$ cat config.mk
export PLATFORM = sky130hd
export DESIGN_NAME = gift128_round_stage
export DESIGN_NICKNAME = d
export VERILOG_FILES = /design/src/rtl/core/gift128_pkg.sv /design/src/rtl/core/gift128_round_stage.sv
export SDC_FILE = /design/constraint.sdc
export NUM_CORES = 1
export LEC_CHECK = 0
export BUFFER_PORTS_ARGS = -buffer_cell sky130_fd_sc_hd__buf_2
export CAP_MARGIN = 20
export CORE_ASPECT_RATIO = 0.6
export CORE_MARGIN = 2
export CORE_UTILIZATION = 48
export CTS_CLUSTER_DIAMETER = 150
export DETAILED_ROUTE_END_ITERATION = 7
export PLACE_DENSITY = 0.79
export SLEW_MARGIN = 20
export SYNTH_ARGS = -nofsm -noshare
export SYNTH_HDL_FRONTEND = slang
export SYNTH_SLANG_ARGS = --single-unit
$ cat constraint.sdc
create_clock -name clk_i -period 0.8 [get_ports clk_i]
set_input_delay 0.04 -clock clk_i [delete_from_list [all_inputs] [get_ports clk_i]]
set_output_delay 0.04 -clock clk_i [all_outputs]
set_load 0.05 [all_outputs]
$ cat src/rtl/core/gift128_pkg.sv
// shared types, tables and round functions of the gift-128 cipher core
`default_nettype none

package gift128_pkg;

  localparam int unsigned GIFT_ROUNDS = 40;
  localparam int unsigned RC_COUNT    = 48;
  localparam int unsigned BLOCK_W     = 128;
  localparam int unsigned HALF_W      = 64;

  // operation carried with each beat
  typedef enum logic {
    OP_ENC = 1'b0,
    OP_DEC = 1'b1
  } op_e;

  // configuration register indexes
  typedef enum logic [0:0] {
    CFG_KEY_LOW  = 1'b0,
    CFG_KEY_HIGH = 1'b1
  } cfg_e;

  // control that travels beside the block in every stage
  typedef struct packed {
    logic valid;
    op_e  op;
  } ctl_t;

  // six-bit round constants
  localparam logic [5:0] RCON [RC_COUNT] = '{
    6'h01, 6'h03, 6'h07, 6'h0F, 6'h1F, 6'h3E, 6'h3D, 6'h3B,
    6'h37, 6'h2F, 6'h1E, 6'h3C, 6'h39, 6'h33, 6'h27, 6'h0E,
    6'h1D, 6'h3A, 6'h35, 6'h2B, 6'h16, 6'h2C, 6'h18, 6'h30,
    6'h21, 6'h02, 6'h05, 6'h0B, 6'h17, 6'h2E, 6'h1C, 6'h38,
    6'h31, 6'h23, 6'h06, 6'h0D, 6'h1B, 6'h36, 6'h2D, 6'h1A,
    6'h34, 6'h29, 6'h12, 6'h24, 6'h08, 6'h11, 6'h22, 6'h04
  };

  // forward s-box
  function automatic logic [3:0] sbox_fwd(logic [3:0] x);
    logic [3:0] y;
    unique case (x)
      4'h0: y = 4'h1;
      4'h1: y = 4'ha;
      4'h2: y = 4'h4;
      4'h3: y = 4'hc;
      4'h4: y = 4'h6;
      4'h5: y = 4'hf;
      4'h6: y = 4'h3;
      4'h7: y = 4'h9;
      4'h8: y = 4'h2;
      4'h9: y = 4'hd;
      4'ha: y = 4'hb;
      4'hb: y = 4'h7;
      4'hc: y = 4'h5;
      4'hd: y = 4'h0;
      4'he: y = 4'h8;
      4'hf: y = 4'he;
      default: y = 4'h0;
    endcase
    return y;
  endfunction

  // inverse s-box
  function automatic logic [3:0] sbox_bwd(logic [3:0] x);
    logic [3:0] y;
    unique case (x)
      4'h0: y = 4'hd;
      4'h1: y = 4'h0;
      4'h2: y = 4'h8;
      4'h3: y = 4'h6;
      4'h4: y = 4'h2;
      4'h5: y = 4'hc;
      4'h6: y = 4'h4;
      4'h7: y = 4'hb;
      4'h8: y = 4'he;
      4'h9: y = 4'h7;
      4'ha: y = 4'h1;
      4'hb: y = 4'ha;
      4'hc: y = 4'h3;
      4'hd: y = 4'h9;
      4'he: y = 4'hf;
      4'hf: y = 4'h5;
      default: y = 4'h0;
    endcase
    return y;
  endfunction

  // s-box layer over all 32 cells
  function automatic logic [BLOCK_W-1:0] sub_layer(logic [BLOCK_W-1:0] s, logic inv);
    logic [BLOCK_W-1:0] o;
    o = '0;
    for (int n = 0; n < BLOCK_W / 4; n++) begin
      o[4*n +: 4] = inv ? sbox_bwd(s[4*n +: 4]) : sbox_fwd(s[4*n +: 4]);
    end
    return o;
  endfunction

  // destination of bit i under the bit permutation
  function automatic logic [6:0] perm_dest(int unsigned i);
    int unsigned p;
    p = 4 * (i >> 4) + 32 * ((3 * ((i & 15) >> 2) + (i & 3)) & 3) + (i & 3);
    return p[6:0];
  endfunction

  // forward bit permutation
  function automatic logic [BLOCK_W-1:0] perm_fwd(logic [BLOCK_W-1:0] s);
    logic [BLOCK_W-1:0] o;
    o = '0;
    for (int unsigned i = 0; i < BLOCK_W; i++) begin
      o[perm_dest(i)] = s[i];
    end
    return o;
  endfunction

  // inverse bit permutation
  function automatic logic [BLOCK_W-1:0] perm_inv(logic [BLOCK_W-1:0] s);
    logic [BLOCK_W-1:0] o;
    o = '0;
    for (int unsigned i = 0; i < BLOCK_W; i++) begin
      o[i] = s[perm_dest(i)];
    end
    return o;
  endfunction

  // round key from key state and round constant
  function automatic logic [BLOCK_W-1:0] make_round_key(logic [BLOCK_W-1:0] ks,
                                                        logic [5:0]         rc);
    logic [BLOCK_W-1:0] rk;
    rk = '0;
    for (int i = 0; i < 32; i++) begin
      rk[4*i+1] = ks[i];
      rk[4*i+2] = ks[HALF_W+i];
    end
    for (int i = 0; i < 6; i++) begin
      rk[4*i+3] = rc[i];
    end
    rk[BLOCK_W-1] = 1'b1;
    return rk;
  endfunction

endpackage

`default_nettype wire

$ cat src/rtl/core/gift128_round_stage.sv
// one pipelined round: encrypt or decrypt round chosen per beat
`default_nettype none

module gift128_round_stage (
  input  logic                            clk_i,
  input  logic                            rst_ni,
  input  logic                            en_i,
  input  gift128_pkg::ctl_t               ctl_i,
  input  logic [gift128_pkg::BLOCK_W-1:0] data_i,
  input  logic [gift128_pkg::BLOCK_W-1:0] enc_rk_i,
  input  logic [gift128_pkg::BLOCK_W-1:0] dec_rk_i,
  output gift128_pkg::ctl_t               ctl_o,
  output logic [gift128_pkg::BLOCK_W-1:0] data_o
);
  import gift128_pkg::*;

  ctl_t               ctl_q;
  logic [BLOCK_W-1:0] data_d;
  logic [BLOCK_W-1:0] data_q;
  logic [BLOCK_W-1:0] enc_res;
  logic [BLOCK_W-1:0] dec_res;

  // encrypt: s-box, permutation, key add
  assign enc_res = perm_fwd(sub_layer(data_i, 1'b0)) ^ enc_rk_i;

  // decrypt: key add, inverse permutation, inverse s-box
  assign dec_res = sub_layer(perm_inv(data_i ^ dec_rk_i), 1'b1);

  assign data_d = (ctl_i.op == OP_DEC) ? dec_res : enc_res;

  // control register
  always_ff @(posedge clk_i or negedge rst_ni) begin
    if (!rst_ni) begin
      ctl_q <= '{valid: 1'b0, op: OP_ENC};
    end else if (en_i) begin
      ctl_q <= ctl_i;
    end
  end

  // data register
  always_ff @(posedge clk_i) begin
    if (en_i) begin
      data_q <= data_d;
    end
  end

  assign ctl_o  = ctl_q;
  assign data_o = data_q;

endmodule

`default_nettype wire

==> results.py, run 1 <==
metrics = {
    "synthesis": {
        "syn-instance-count": 1887,
        "syn_nets": 2404,
        "yosysTopAreaCellShare": 0.235,
        "synth_area_leaders": "edfxtp_1 24%, xnor2_1 16%, ha_1 9.8%, mux2i_1 6.8%, xor2_1 5.1%",
        "yosysTopAreaCell": "edfxtp_1",
        "async_flop_share": 0.0154,
        "ys_ff_latch": 130,
        "synth_edf_count": 128,
        "syn-cell-area_um2": 16400,
        "syn_area_per_cell_um2": 8.67,
        "yosysWarningCount": 0,
        "synth_cell_types": 47,
        "ys.flop_type": "edfxtp_1",
        "ys_seq_area_frac": 0.238,
    },
    "run_status": {
        "stop_stage": "5_1_grt",
        "error_line": "[ERROR DPL-0038] Utilization greater than 100%, impossible to legalize",
        "status": "aborted with a tool error",
    },
    "place": {
        "dp_slack_ns": -0.949,
        "numPortBuffers": 518,
        "dpl.hpwl_mm": 59.8,
        "gp_congestion": 0.978,
        "place_area_um2": 26200,
    },
    "clocking": {
        "clockBufferDepth": 2,
        "cts-root-buf": "clkbuf_16",
        "cts_buffers": 17,
        "cts.sinks": 130,
        "h-tree-depth": 4,
    },
    "floorplan": {
        "io_pins": 519,
        "initial_utilization": 0.486,
        "die_x_um": 242,
        "die_y_um": 147,
        "row_count": 52,
    },
    "timing": {
        "worstEndpointType": "top-level output",
        "crit_endpoint": "data_o[10]",
    },
    "grt": {
        "grt_max_degree": 33,
    },
}
metrics by stage:
stage	cells	setup TNS, ns
after floorplan	1887	-46.00
after global placement	3329	-91.94
after detailed placement	3329	-97.19
after CTS	3469	-55.87
cells in the mapped netlist, types with 22 or more instances:
cell / count
o211ai_1: 40
nand3_1: 29
mux2i_1: 111
o21ai_0: 153
nand2_1: 146
clkbuf_1: 22
a31oi_1: 33
nor2_1: 167
inv_1: 154
buf_2: 57
mux4_2: 26
a21oi_1: 136
xnor2_1: 301
xor2_1: 96
ha_1: 128
edfxtp_1: 128
cells by family after synthesis:
| family | synth area share |
|---|---|
| AND/OR/NAND/NOR | 0.0952 |
| flip-flops | 0.238 |
| AO/OA/AOI/OAI | 0.150 |
| multiplexers | 0.126 |
| XOR/XNOR | 0.230 |
| adder cells (fa/ha/maj) | 0.0979 |
| buffers and inverters | 0.0631 |
timing repair:
item | in CTS
setup buffers | 101
resized for setup | 1096
hold buffers | 27
pin swaps | 354
endpoints found under the hold margin | 27
endpoints found under the setup margin | 258
==> run 2: changes to the inputs <==
--- a/config.mk
+++ b/config.mk
@@ -7,12 +7,10 @@
 export LEC_CHECK = 0
 export BUFFER_PORTS_ARGS = -buffer_cell sky130_fd_sc_hd__buf_2
 export CAP_MARGIN = 20
-export CORE_ASPECT_RATIO = 0.6
 export CORE_MARGIN = 2
-export CORE_UTILIZATION = 48
-export CTS_CLUSTER_DIAMETER = 150
+export CORE_UTILIZATION = 40
 export DETAILED_ROUTE_END_ITERATION = 7
-export PLACE_DENSITY = 0.79
+export PLACE_DENSITY_LB_ADDON = 0.15
 export SLEW_MARGIN = 20
 export SYNTH_ARGS = -nofsm -noshare
 export SYNTH_HDL_FRONTEND = slang
==> constraint.sdc (replaced) <==
create_clock -name clk_i -period 1.05 [get_ports clk_i]
set_input_delay 0.0525 -clock clk_i [delete_from_list [all_inputs] [get_ports clk_i]]
set_output_delay 0.0525 -clock clk_i [all_outputs]
set_load 0.05 [all_outputs]
==> run 2 against run 1 <==
Compared with the run above: the flow now finishes, with violations (negative setup slack); synthesized cell count unchanged; area after synthesis unchanged.
==> results.py, run 2 <==
metrics = {
    "place": {
        "placed_cells": 3392,
        "dpl.hpwl_mm": 59.0,
        "numPortBuffers": 518,
        "place_area_um2": 26200,
        "gp_congestion": 0.950,
    },
    "run_status": {
        "status": "finished, violations left",
        "violations": "negative setup slack",
    },
    "pwr": {
        "p_leak_nw": 13.1,
        "internal-power_w": 0.0197,
        "sw_frac_of_total": 0.409,
        "pwr-share-clk": 0.181,
        "power_density_nw_per_um2": 1110,
        "p_comb_frac": 0.602,
        "vdd_drop_max_mv": 1.16,
        "p_switching_w": 0.0137,
        "sequentialPowerShare": 0.217,
    },
    "grt": {
        "track_usage": 0.327,
        "grt_max_degree": 29,
        "met2_usage": 0.576,
        "grt_pass1_vias": 18200,
        "grt_pass1_wl_mm": 104,
        "grt-ovfl-total": 0,
        "gr-usage-met1": 0.378,
        "grt_util_met3": 0.0762,
        "grt_busiest_layer": "met2",
        "antenna_found_initial": 18,
    },
    "finish": {
        "stdcell_area_um2": 30100,
        "layout_commonest_cell": "buf_4",
        "final_core_util": 0.742,
        "largest_reg_flops": 128,
        "final_cell_mix": "559 x buf_4, 270 x buf_2, 222 x xnor2_1",
        "drive_gt1_frac": 0.536,
        "fin_nets": 3471,
        "area_growth_pct": 83.9,
        "final_cell_count_no_fill": 3513,
    },
    "synthesis": {
        "synth_area_leaders": "edfxtp_1 24%, xnor2_1 16%, ha_1 9.8%, mux2i_1 6.8%, xor2_1 5.1%",
        "yosysTopAreaCell": "edfxtp_1",
        "ys_ff_latch": 130,
        "syn-cell-area_um2": 16400,
        "synth-compound-area-share": 0.150,
        "synth.area.mux_share": 0.126,
        "yosysTopAreaCellShare": 0.235,
        "synthSimpleGateAreaFrac": 0.0952,
        "yosysMostFrequentCell": "xnor2_1",
        "synth_commonest_cells": "301 x xnor2_1, 167 x nor2_1, 154 x inv_1",
        "synth-adder-area-share": 0.0979,
        "syn_area_per_cell_um2": 8.67,
        "syn_nets": 2404,
        "ys.flop_type": "edfxtp_1",
        "synthXorXnorAreaFrac": 0.230,
        "syn-instance-count": 1887,
        "synth_edf_count": 128,
        "synth_cell_types": 47,
        "ys_seq_area_frac": 0.238,
        "synth_top_family_by_area": "XOR/XNOR gates",
        "async_flop_share": 0.0154,
        "yosysWarningCount": 0,
    },
    "routing": {
        "final_antenna_net_count": 0,
        "routed_wl_mm": 72.8,
        "vias": 18300,
        "drc": 0,
        "drt_iter0_markers": 1087,
        "firstDrtPassIters": 6,
        "post_drt_wl_per_cell_um": 20.7,
        "vias_per_cell": 5.21,
    },
    "floorplan": {
        "initial_utilization": 0.403,
        "die_y_um": 206,
        "io_pins": 519,
        "row_count": 74,
        "core_area_um2": 40600,
        "fp.dieArea_um2": 42500,
        "die_x_um": 206,
    },
    "clocking": {
        "cts_tree": "yes",
        "clkTransAtPathRegs_ns": 0.06,
        "clk_latency_ns": 0.45,
        "h-tree-depth": 4,
        "clockBufferDepth": 2,
        "cts-root-buf": "clkbuf_16",
        "cts.sinks": 130,
        "cts_buffers": 17,
    },
    "setup_path": {
        "end_kind": "register",
        "path_class": "in -> reg",
        "cp-start-kind": "input port",
        "worstPathArrival_ns": 1.51,
        "critPathMaxFanout": 2,
        "cp_data_required_time_ns": 1.22,
    },
    "timing": {
        "setup_viol": 139,
        "skew_ns": 0,
        "slew_headroom": 0.537,
        "worst_slack_ns": -0.287,
        "rsz0062_at_grt": "true",
        "worst_slew_pin_slew_ns": 0.692,
        "period_needed_ns": 1.34,
        "setup-tns-final_ns": -4.84,
        "hold_violations": 0,
        "drv_slew": 0,
        "post-route-period-util": 1.27,
        "hold_ws_ns": 0.0173,
        "fmax_ghz": 0.748,
    },
    "min_path": {
        "hp-class": "in -> reg",
    },
    "flow_run": {
        "drv_cap": 0,
    },
}
-- run 2: final timing paths --
kind | startpoint | to | slack, ns | cells after the start
setup / recovery | dec_rk_i[77] | data_o[63]$_DFFE_PP_ | -0.29 | 8
hold / removal | enc_rk_i[44] | data_o[44]$_DFFE_PP_ | 0.02 | 3
setup reg to reg | ctl_o[1]$_DFFE_PN0P_ | ctl_o[1]$_DFFE_PN0P_ | 0.29 | 1
max in group asynchronous | rst_ni | ctl_o[0]$_DFFE_PN0P_ | 0.46 | 3
min in group asynchronous | rst_ni | ctl_o[1]$_DFFE_PN0P_ | 0.47 | 3
hold reg to reg | ctl_o[0]$_DFFE_PN0P_ | ctl_o[0]$_DFFE_PN0P_ | 0.54 | 1
-- run 2: worst max-delay path, stage by stage --
cell and delay (ns):
buf_6 0.11, xnor2_4 0.17, inv_2 0.07, ha_4 0.25, nor2_4 0.07, a31oi_2 0.05, o211ai_1 0.60, a21oi_1 0.13
-- run 2: cell type report --
class	instances	area, um^2
multi-input cells	1511	14900
fillers	2856	10500
repair buffers	1139	9470
flip-flops and latches	130	3890
well taps	532	666
inverters	155	607
clock buffers	18	429
clock inverters	14	121
diodes	14	35.0
-- run 2: power groups by stage --
stage	clock network [W]	registers (W)	logic (W)
floorplan	0	0.00973	0.00766
CTS	0.00610	0.00724	0.0191
global route	0.00630	0.00728	0.0213
finish	0.00605	0.00724	0.0201
global placement	0	0.00714	0.0170
detailed placement	0	0.00713	0.0174
-- run 2: cell families (layout without fill, tap and decap cells) --
kind of cell,Yosys count,count (layout)
compound gates,425,425
xor+xnor,414,414
simple gates,382,382
buf+inv,246,1326
mux,162,162
flops,130,130
fa+ha+maj,128,128
other cells,0,14
-- run 2: through the flow --
step | total power [W] | setup WS (ns)
after detailed placement | 0.0246 | -0.764
final | 0.0334 | -0.287
after global placement | 0.0242 | -0.725
after global routing | 0.0349 | -0.293
after CTS | 0.0324 | -0.194
after floorplan | 0.0174 | -0.326
-- run 2: repair_timing --
action / 4_1_cts / 5_1_grt
gates resized for setup: 490 / 278
setup buffers: 28 / 30
gates cloned: 0 / 0
hold buffers: 27 / 0
endpoints found under the hold margin: 27 / 0
pin swaps: 129 / 165
endpoints found under the setup margin: 211 / 226
-- run 2: layer usage --
metal | part of all wire | wire length, um
met5 | 0.0013 | 95
met1 | 0.38 | 27700
met2 | 0.50 | 36300
met4 | 0.044 | 3230
met3 | 0.075 | 5430
Power figures use the tool's default switching activity.
==> run 3: changes to the inputs <==
==> constraint.sdc (replaced) <==
create_clock -name clk_i -period 1.4 [get_ports clk_i]
set_input_delay 0.07 -clock clk_i [delete_from_list [all_inputs] [get_ports clk_i]]
set_output_delay 0.07 -clock clk_i [all_outputs]
set_load 0.05 [all_outputs]
==> run 3 against run 2 <==
Compared with the run above: the flow now finishes without violations; flip-flop and latch count unchanged; total power fell by 34%; via count is 5.2% lower; clock skew unchanged; sequential share of layout area grew 2.4 points; critical path depth shrank 7; cell count fell by 3.8%; sequential power down 28%; global-route usage is 2.1 points lower; count of clock-buffer cells in the layout grew 4; critical endpoint is now data_o[90]; largest power group unchanged.
==> results.py, run 3 (synthesis results as in run 2) <==
metrics = {
    "setup_path": {
        "path_buf_inv": 1,
        "path_class": "reg -> out",
        "critPathMaxFanout": 1,
        "critical-path-max-stage-delay_ns": 0.48,
        "worstPathArrival_ns": 1.26,
        "end_kind": "primary output",
        "cp-start-kind": "register",
        "cp_cell_sequence": "buf_2",
        "crit_family": "flip-flops",
        "cp_data_required_time_ns": 1.33,
        "critPathSlowestCell": "edfxtp_1",
    },
    "floorplan": {
        "row_count": 74,
        "die_x_um": 206,
        "core_area_um2": 40600,
        "fp.dieArea_um2": 42500,
        "die_y_um": 206,
        "initial_utilization": 0.403,
        "io_pins": 519,
    },
    "timing": {
        "post-route-period-util": 0.953,
        "worst_slew_pin_slew_ns": 0.600,
        "hold_violations": 0,
        "fmax_ghz": 0.750,
        "setup-tns-final_ns": 0,
        "drv_slew": 0,
        "rsz0062_at_grt": "false",
        "slew_headroom": 0.597,
        "worst_slack_ns": 0.0662,
        "period_needed_ns": 1.33,
        "setup_viol": 0,
        "skew_ns": 0,
    },
    "clocking": {
        "cts_tree": "yes",
        "cts-root-buf": "clkbuf_16",
        "clk_latency_ns": 0.46,
        "h-tree-depth": 4,
        "cts_buffers": 17,
        "cts.sinks": 130,
        "clockBufferDepth": 2,
        "clkTransAtPathRegs_ns": 0.06,
        "cts_setup_buffers": 0,
    },
    "finish": {
        "final_cell_count_no_fill": 3380,
        "largest_reg_flops": 128,
        "stdcell_area_um2": 25400,
        "num-fill-cells": 3488,
        "fin_nets": 3336,
        "drive_gt1_frac": 0.432,
        "layout_commonest_cell": "buf_2",
        "area_growth_pct": 55.6,
        "multiInputGateArea_um2": 13200,
        "seqCellArea_um2": 3890,
        "final_cell_mix": "515 x buf_2, 447 x buf_4, 240 x xnor2_1",
    },
    "grt": {
        "track_usage": 0.306,
        "antenna_found_initial": 20,
        "grt-ovfl-total": 0,
        "grt_pass1_vias": 17300,
        "grt_max_degree": 33,
        "grt_pass1_wl_mm": 96.8,
    },
    "pwr": {
        "internal-power_w": 0.0129,
        "sw_frac_of_total": 0.416,
        "sequentialPowerShare": 0.237,
        "power_density_nw_per_um2": 871,
        "p_comb_frac": 0.565,
        "pwr-share-clk": 0.199,
        "p_leak_nw": 11.6,
        "p_switching_w": 0.00921,
        "vdd_drop_max_mv": 0.931,
    },
    "run_status": {
        "status": "finished clean",
    },
    "routing": {
        "post_drt_wl_per_cell_um": 19.5,
        "final_antenna_net_count": 0,
        "firstDrtPassIters": 8,
        "drt_iter0_markers": 952,
        "routed_wl_mm": 66.1,
        "drc": 0,
        "vias_per_cell": 5.13,
        "vias": 17300,
    },
    "place": {
        "placed_cells": 3310,
        "gp_congestion": 0.949,
        "dpl.hpwl_mm": 56.2,
        "numPortBuffers": 518,
        "place_area_um2": 24600,
        "dp_slack_ns": -0.397,
    },
    "min_path": {
        "hp-class": "in -> reg",
    },
    "flow_run": {
        "drv_cap": 0,
    },
}
## run 3: changes by cell type in the layout (fill, tap and decap cells not counted), moves of 46 or more
cell     previous run  this run
buf_2             270       515
buf_6             201         2
buf_4             559       447
o21ai_0            73       153
o21ai_1            73         0
ha_1               45        95
inv_1              79       128
ha_4               70        24
## run 3: layer usage
| metal | vias to the layer above | track usage | wire, um |
|---|---|---|---|
| met5 | - | 0 | 71 |
| met4 | 12 | 0.121 | 2300 |
| met3 | 119 | 0.0689 | 4590 |
| met2 | 597 | 0.539 | 32700 |
| met1 | 8206 | 0.359 | 26400 |
| li1 | 8409 | - | - |
## run 3: through the flow
stage | util | power, W | hold WS [ns]
after CTS | 0.626 | 0.0222 | 0.000912
after floorplan | - | 0.0127 | -0.226
after global placement | 0.607 | 0.0174 | -0.141
after global routing | 0.627 | 0.0233 | 0.0164
after detailed placement | 0.607 | 0.0177 | -0.143
final | 0.627 | 0.0222 | 0.0127
## run 3: cell type report
type | instances | share of cell area
repair buffers | 1004 | 0.256
flip-flops and latches | 130 | 0.153
diodes | 17 | 0.00167
multi-input cells | 1511 | 0.519
inverters | 155 | 0.0229
well taps | 532 | 0.0262
clock inverters | 9 | 0.00354
clock buffers | 22 | 0.0175
## run 3: worst paths after layout
| path | start | to | slack, ns | depth (start not counted) |
|---|---|---|---|---|
| worst min register to register | ctl_o[1]$_DFFE_PN0P_ | ctl_o[1]$_DFFE_PN0P_ | 0.51 | 1 |
| worst max-delay path | data_o[90]$_DFFE_PP_ | data_o[90] | 0.07 | 1 |
| worst min-delay path | enc_rk_i[116] | data_o[116]$_DFFE_PP_ | 0.01 | 3 |
| worst max register to register | ctl_o[0]$_DFFE_PN0P_ | ctl_o[0]$_DFFE_PN0P_ | 0.66 | 1 |
| min in group asynchronous | rst_ni | ctl_o[0]$_DFFE_PN0P_ | 0.46 | 3 |
| max in group asynchronous | rst_ni | ctl_o[1]$_DFFE_PN0P_ | 0.82 | 3 |
## run 3: power groups by stage
stage                     logic, W  registers, W  clock network, W
after detailed placement    0.0124       0.00531                 0
after global placement      0.0121       0.00530                 0
after CTS                   0.0125       0.00524           0.00450
final                       0.0125       0.00524           0.00440
after floorplan            0.00536       0.00729                 0
after global routing        0.0134       0.00529           0.00459
## run 3: timing repair
| action | 4_1_cts | 5_1_grt |
|---|---|---|
| hold buffers | 22 | 0 |
| gates resized for setup | 0 | 5 |
| setup endpoints to repair | 0 | 4 |
| endpoints found under the hold margin | 22 | 0 |
## run 3: worst min-delay path, stage by stage
cell and delay, ns:
buf_2 0.09, xnor2_1 0.06, o21ai_0 0.14
==> run 4: changes to the inputs <==
--- a/config.mk
+++ b/config.mk
@@ -5,9 +5,10 @@
 export SDC_FILE = /design/constraint.sdc
 export NUM_CORES = 1
 export LEC_CHECK = 0
+export ABC_AREA = 1
 export BUFFER_PORTS_ARGS = -buffer_cell sky130_fd_sc_hd__buf_2
 export CAP_MARGIN = 20
-export CORE_MARGIN = 2
+export CORE_MARGIN = 5
 export CORE_UTILIZATION = 40
 export DETAILED_ROUTE_END_ITERATION = 7
 export PLACE_DENSITY_LB_ADDON = 0.15
==> run 4 against run 3 <==
Compared with the run above: sequential share of layout area is 0.40 points higher; count of clock-buffer cells in the layout is 2 lower; non-clock buffer count is 162 lower; via count is 28% higher; area after synthesis is 13% higher; largest power group unchanged; flip-flop and latch count stayed put; synthesized cell count is 59% higher; core utilization is 8.2 points lower; critical path type unchanged; die area is 19% higher; critical endpoint is now data_o[57]; critical path depth stayed put.
==> results.py, run 4 <==
metrics = {
    "run_status": {
        "status": "finished clean",
    },
    "pwr": {
        "power_w": 0.0208,
        "power_density_nw_per_um2": 838,
        "vdd_drop_max_mv": 0.675,
        "p_leak_nw": 14.1,
    },
    "timing": {
        "hold_ws_ns": 0.0335,
        "post-route-period-util": 0.997,
        "worst_slew_pin_slew_ns": 0.641,
        "slew_headroom": 0.570,
        "rsz0062_at_grt": "false",
        "drv_slew": 0,
        "setup_viol": 0,
        "hold_violations": 0,
        "fmax_ghz": 0.716,
        "skew_ns": 0,
        "period_needed_ns": 1.40,
    },
    "synthesis": {
        "ys_ff_latch": 130,
        "yosysTopAreaCellShare": 0.264,
        "syn_area_per_cell_um2": 6.12,
        "synth_edf_count": 128,
        "syn-instance-count": 3007,
        "syn-cell-area_um2": 18400,
        "ys.flop_type": "edfxtp_1",
        "yosysWarningCount": 0,
        "syn_nets": 3524,
        "synth_cell_types": 32,
        "synth_area_leaders": "nand2_1 26%, edfxtp_1 21%, nand3_1 10%, inv_1 8.8%, ha_1 8.7%",
        "ys_seq_area_frac": 0.212,
        "yosysTopAreaCell": "nand2_1",
        "async_flop_share": 0.0154,
        "synth_commonest_cells": "1293 x nand2_1, 432 x inv_1, 383 x nand3_1",
        "yosysMostFrequentCell": "nand2_1",
    },
    "clocking": {
        "clockBufferDepth": 2,
        "cts.sinks": 130,
        "h-tree-depth": 4,
        "cts_buffers": 17,
        "clk_latency_ns": 0.49,
        "clkTransAtPathRegs_ns": 0.06,
        "cts_tree": "yes",
        "cts-root-buf": "clkbuf_16",
        "cts_setup_buffers": 0,
    },
    "finish": {
        "fin_nets": 4324,
        "stdcell_area_um2": 24800,
        "area_growth_pct": 34.7,
        "layout_commonest_cell": "nand2_1",
        "seqCellArea_um2": 3890,
        "final_cell_mix": "1293 x nand2_1, 516 x buf_2, 432 x inv_1",
        "num-fill-cells": 4572,
        "multiInputGateArea_um2": 12400,
        "drive_gt1_frac": 0.237,
        "largest_reg_flops": 128,
    },
    "setup_path": {
        "critPathSlowestCell": "edfxtp_1",
        "path_class": "reg -> out",
        "startpoint": "data_o[57]$_DFFE_PP_",
        "cp_data_required_time_ns": 1.33,
        "crit_cells": 1,
        "critPathMaxFanout": 1,
        "r2r_slack_ns": 0.65,
        "reg2reg_to": "ctl_o[1]$_DFFE_PN0P_",
        "critical-path-max-stage-delay_ns": 0.50,
        "reg2regPathDepth": 1,
        "reg2reg_from": "ctl_o[1]$_DFFE_PN0P_",
        "cp-start-kind": "register",
        "crit_family": "flip-flops",
        "endpoint": "data_o[57]",
        "path_buf_inv": 1,
        "cp_cell_sequence": "buf_2",
        "end_kind": "primary output",
        "worstPathArrival_ns": 1.33,
    },
    "routing": {
        "routed_wl_mm": 77.7,
        "vias_per_cell": 5.02,
        "final_antenna_net_count": 0,
        "vias": 22300,
        "drt_iter0_markers": 1795,
        "firstDrtPassIters": 6,
        "post_drt_wl_per_cell_um": 17.5,
        "drc": 0,
    },
    "floorplan": {
        "core_area_um2": 45500,
        "die_y_um": 224,
        "die_x_um": 224,
        "fp.dieArea_um2": 50400,
        "initial_utilization": 0.405,
        "io_pins": 519,
        "row_count": 78,
    },
    "grt": {
        "antenna_found_initial": 25,
        "grt_max_degree": 61,
        "grt_pass1_wl_mm": 116,
        "grt-ovfl-total": 0,
        "track_usage": 0.296,
        "grt_pass1_vias": 20900,
    },
    "min_path": {
        "hp-class": "in -> reg",
    },
    "place": {
        "place_area_um2": 23500,
        "numPortBuffers": 518,
        "gp_congestion": 0.985,
        "dpl.hpwl_mm": 65.2,
    },
    "flow_run": {
        "drv_cap": 0,
    },
}
## run 4: cell count changes after synthesis, sizes merged, moves of 32 or more
cell,previous run,this run
o21ai,153,121
xnor2,307,123
mux2i,111,0
inv,155,457
a21oi,136,42
xor2,107,41
nand3,29,383
nand2,146,1326
nor2,167,33
nand3b,0,55
## run 4: tightest hold or removal path: stages
cell	delay, ns
buf_2	0.10
xnor2_1	0.12
nand2_1	0.06
nand2_1	0.06
## run 4: cells by family after synthesis
| family | Yosys count | synth area share |
|---|---|---|
| compound gates | 244 | 0.0776 |
| xor+xnor | 164 | 0.0921 |
| fa+ha+maj | 128 | 0.0870 |
| buf+inv | 518 | 0.114 |
| flops | 130 | 0.212 |
| mux | 1 | 0.000612 |
| simple gates | 1822 | 0.417 |
## run 4: area by class of cell
type | instances | area share
clock inverter | 11 | 0.00848
tap | 600 | 0.0303
clock buffer | 20 | 0.0176
timing repair buffer | 842 | 0.215
antenna | 11 | 0.00111
inverter | 457 | 0.0694
sequential | 130 | 0.157
multi-input combinational | 2359 | 0.501
## run 4: worst min-delay path by stage
| stage | from | end | slack, ns | depth (start not counted) |
|---|---|---|---|---|
| floorplan | rst_ni | ctl_o[0]$_DFFE_PN0P_ | -0.23 | 0 |
| global placement | rst_ni | ctl_o[0]$_DFFE_PN0P_ | -0.14 | 1 |
| detailed placement | rst_ni | ctl_o[0]$_DFFE_PN0P_ | -0.14 | 1 |
| CTS | enc_rk_i[102] | data_o[102]$_DFFE_PP_ | 0.001 | 4 |
| global route | enc_rk_i[102] | data_o[102]$_DFFE_PP_ | 0.03 | 4 |
| finish | enc_rk_i[102] | data_o[102]$_DFFE_PP_ | 0.03 | 4 |
## run 4: what timing repair did
item | in CTS | in global routing
hold buffers | 65 | 0
endpoints found under the setup margin | 0 | 0
hold endpoints to repair | 77 | 0
resized for setup | 0 | 0
## run 4: metal layers
metal  wire [um]  vias to the layer above  track usage
li1            -                    11200            -
met1       32100                    10000        0.365
met2       36300                      872        0.501
met3        5380                      159       0.0603
met4        3690                       24        0.135
met5         156                        -            0
## run 4: power breakdown
part	switching (W)	internal, W	leakage, nW
logic	0.00672	0.00353	12.5
registers	0.000238	0.00496	1.27
clock network	0.00203	0.00331	0.312
total	0.00898	0.0118	14.1
## run 4: stage by stage
step	utilization	instances	setup WS (ns)	setup TNS, ns
3_5_place_dp	0.516	4323	-0.250	-5.91
2_1_floorplan	-	3007	0.120	0
5_1_grt	0.545	4430	0.0188	0
4_1_cts	0.544	4419	0.00138	0
3_3_place_gp	0.516	4323	-0.241	-4.35
6_report	0.545	4430	0.00390	0
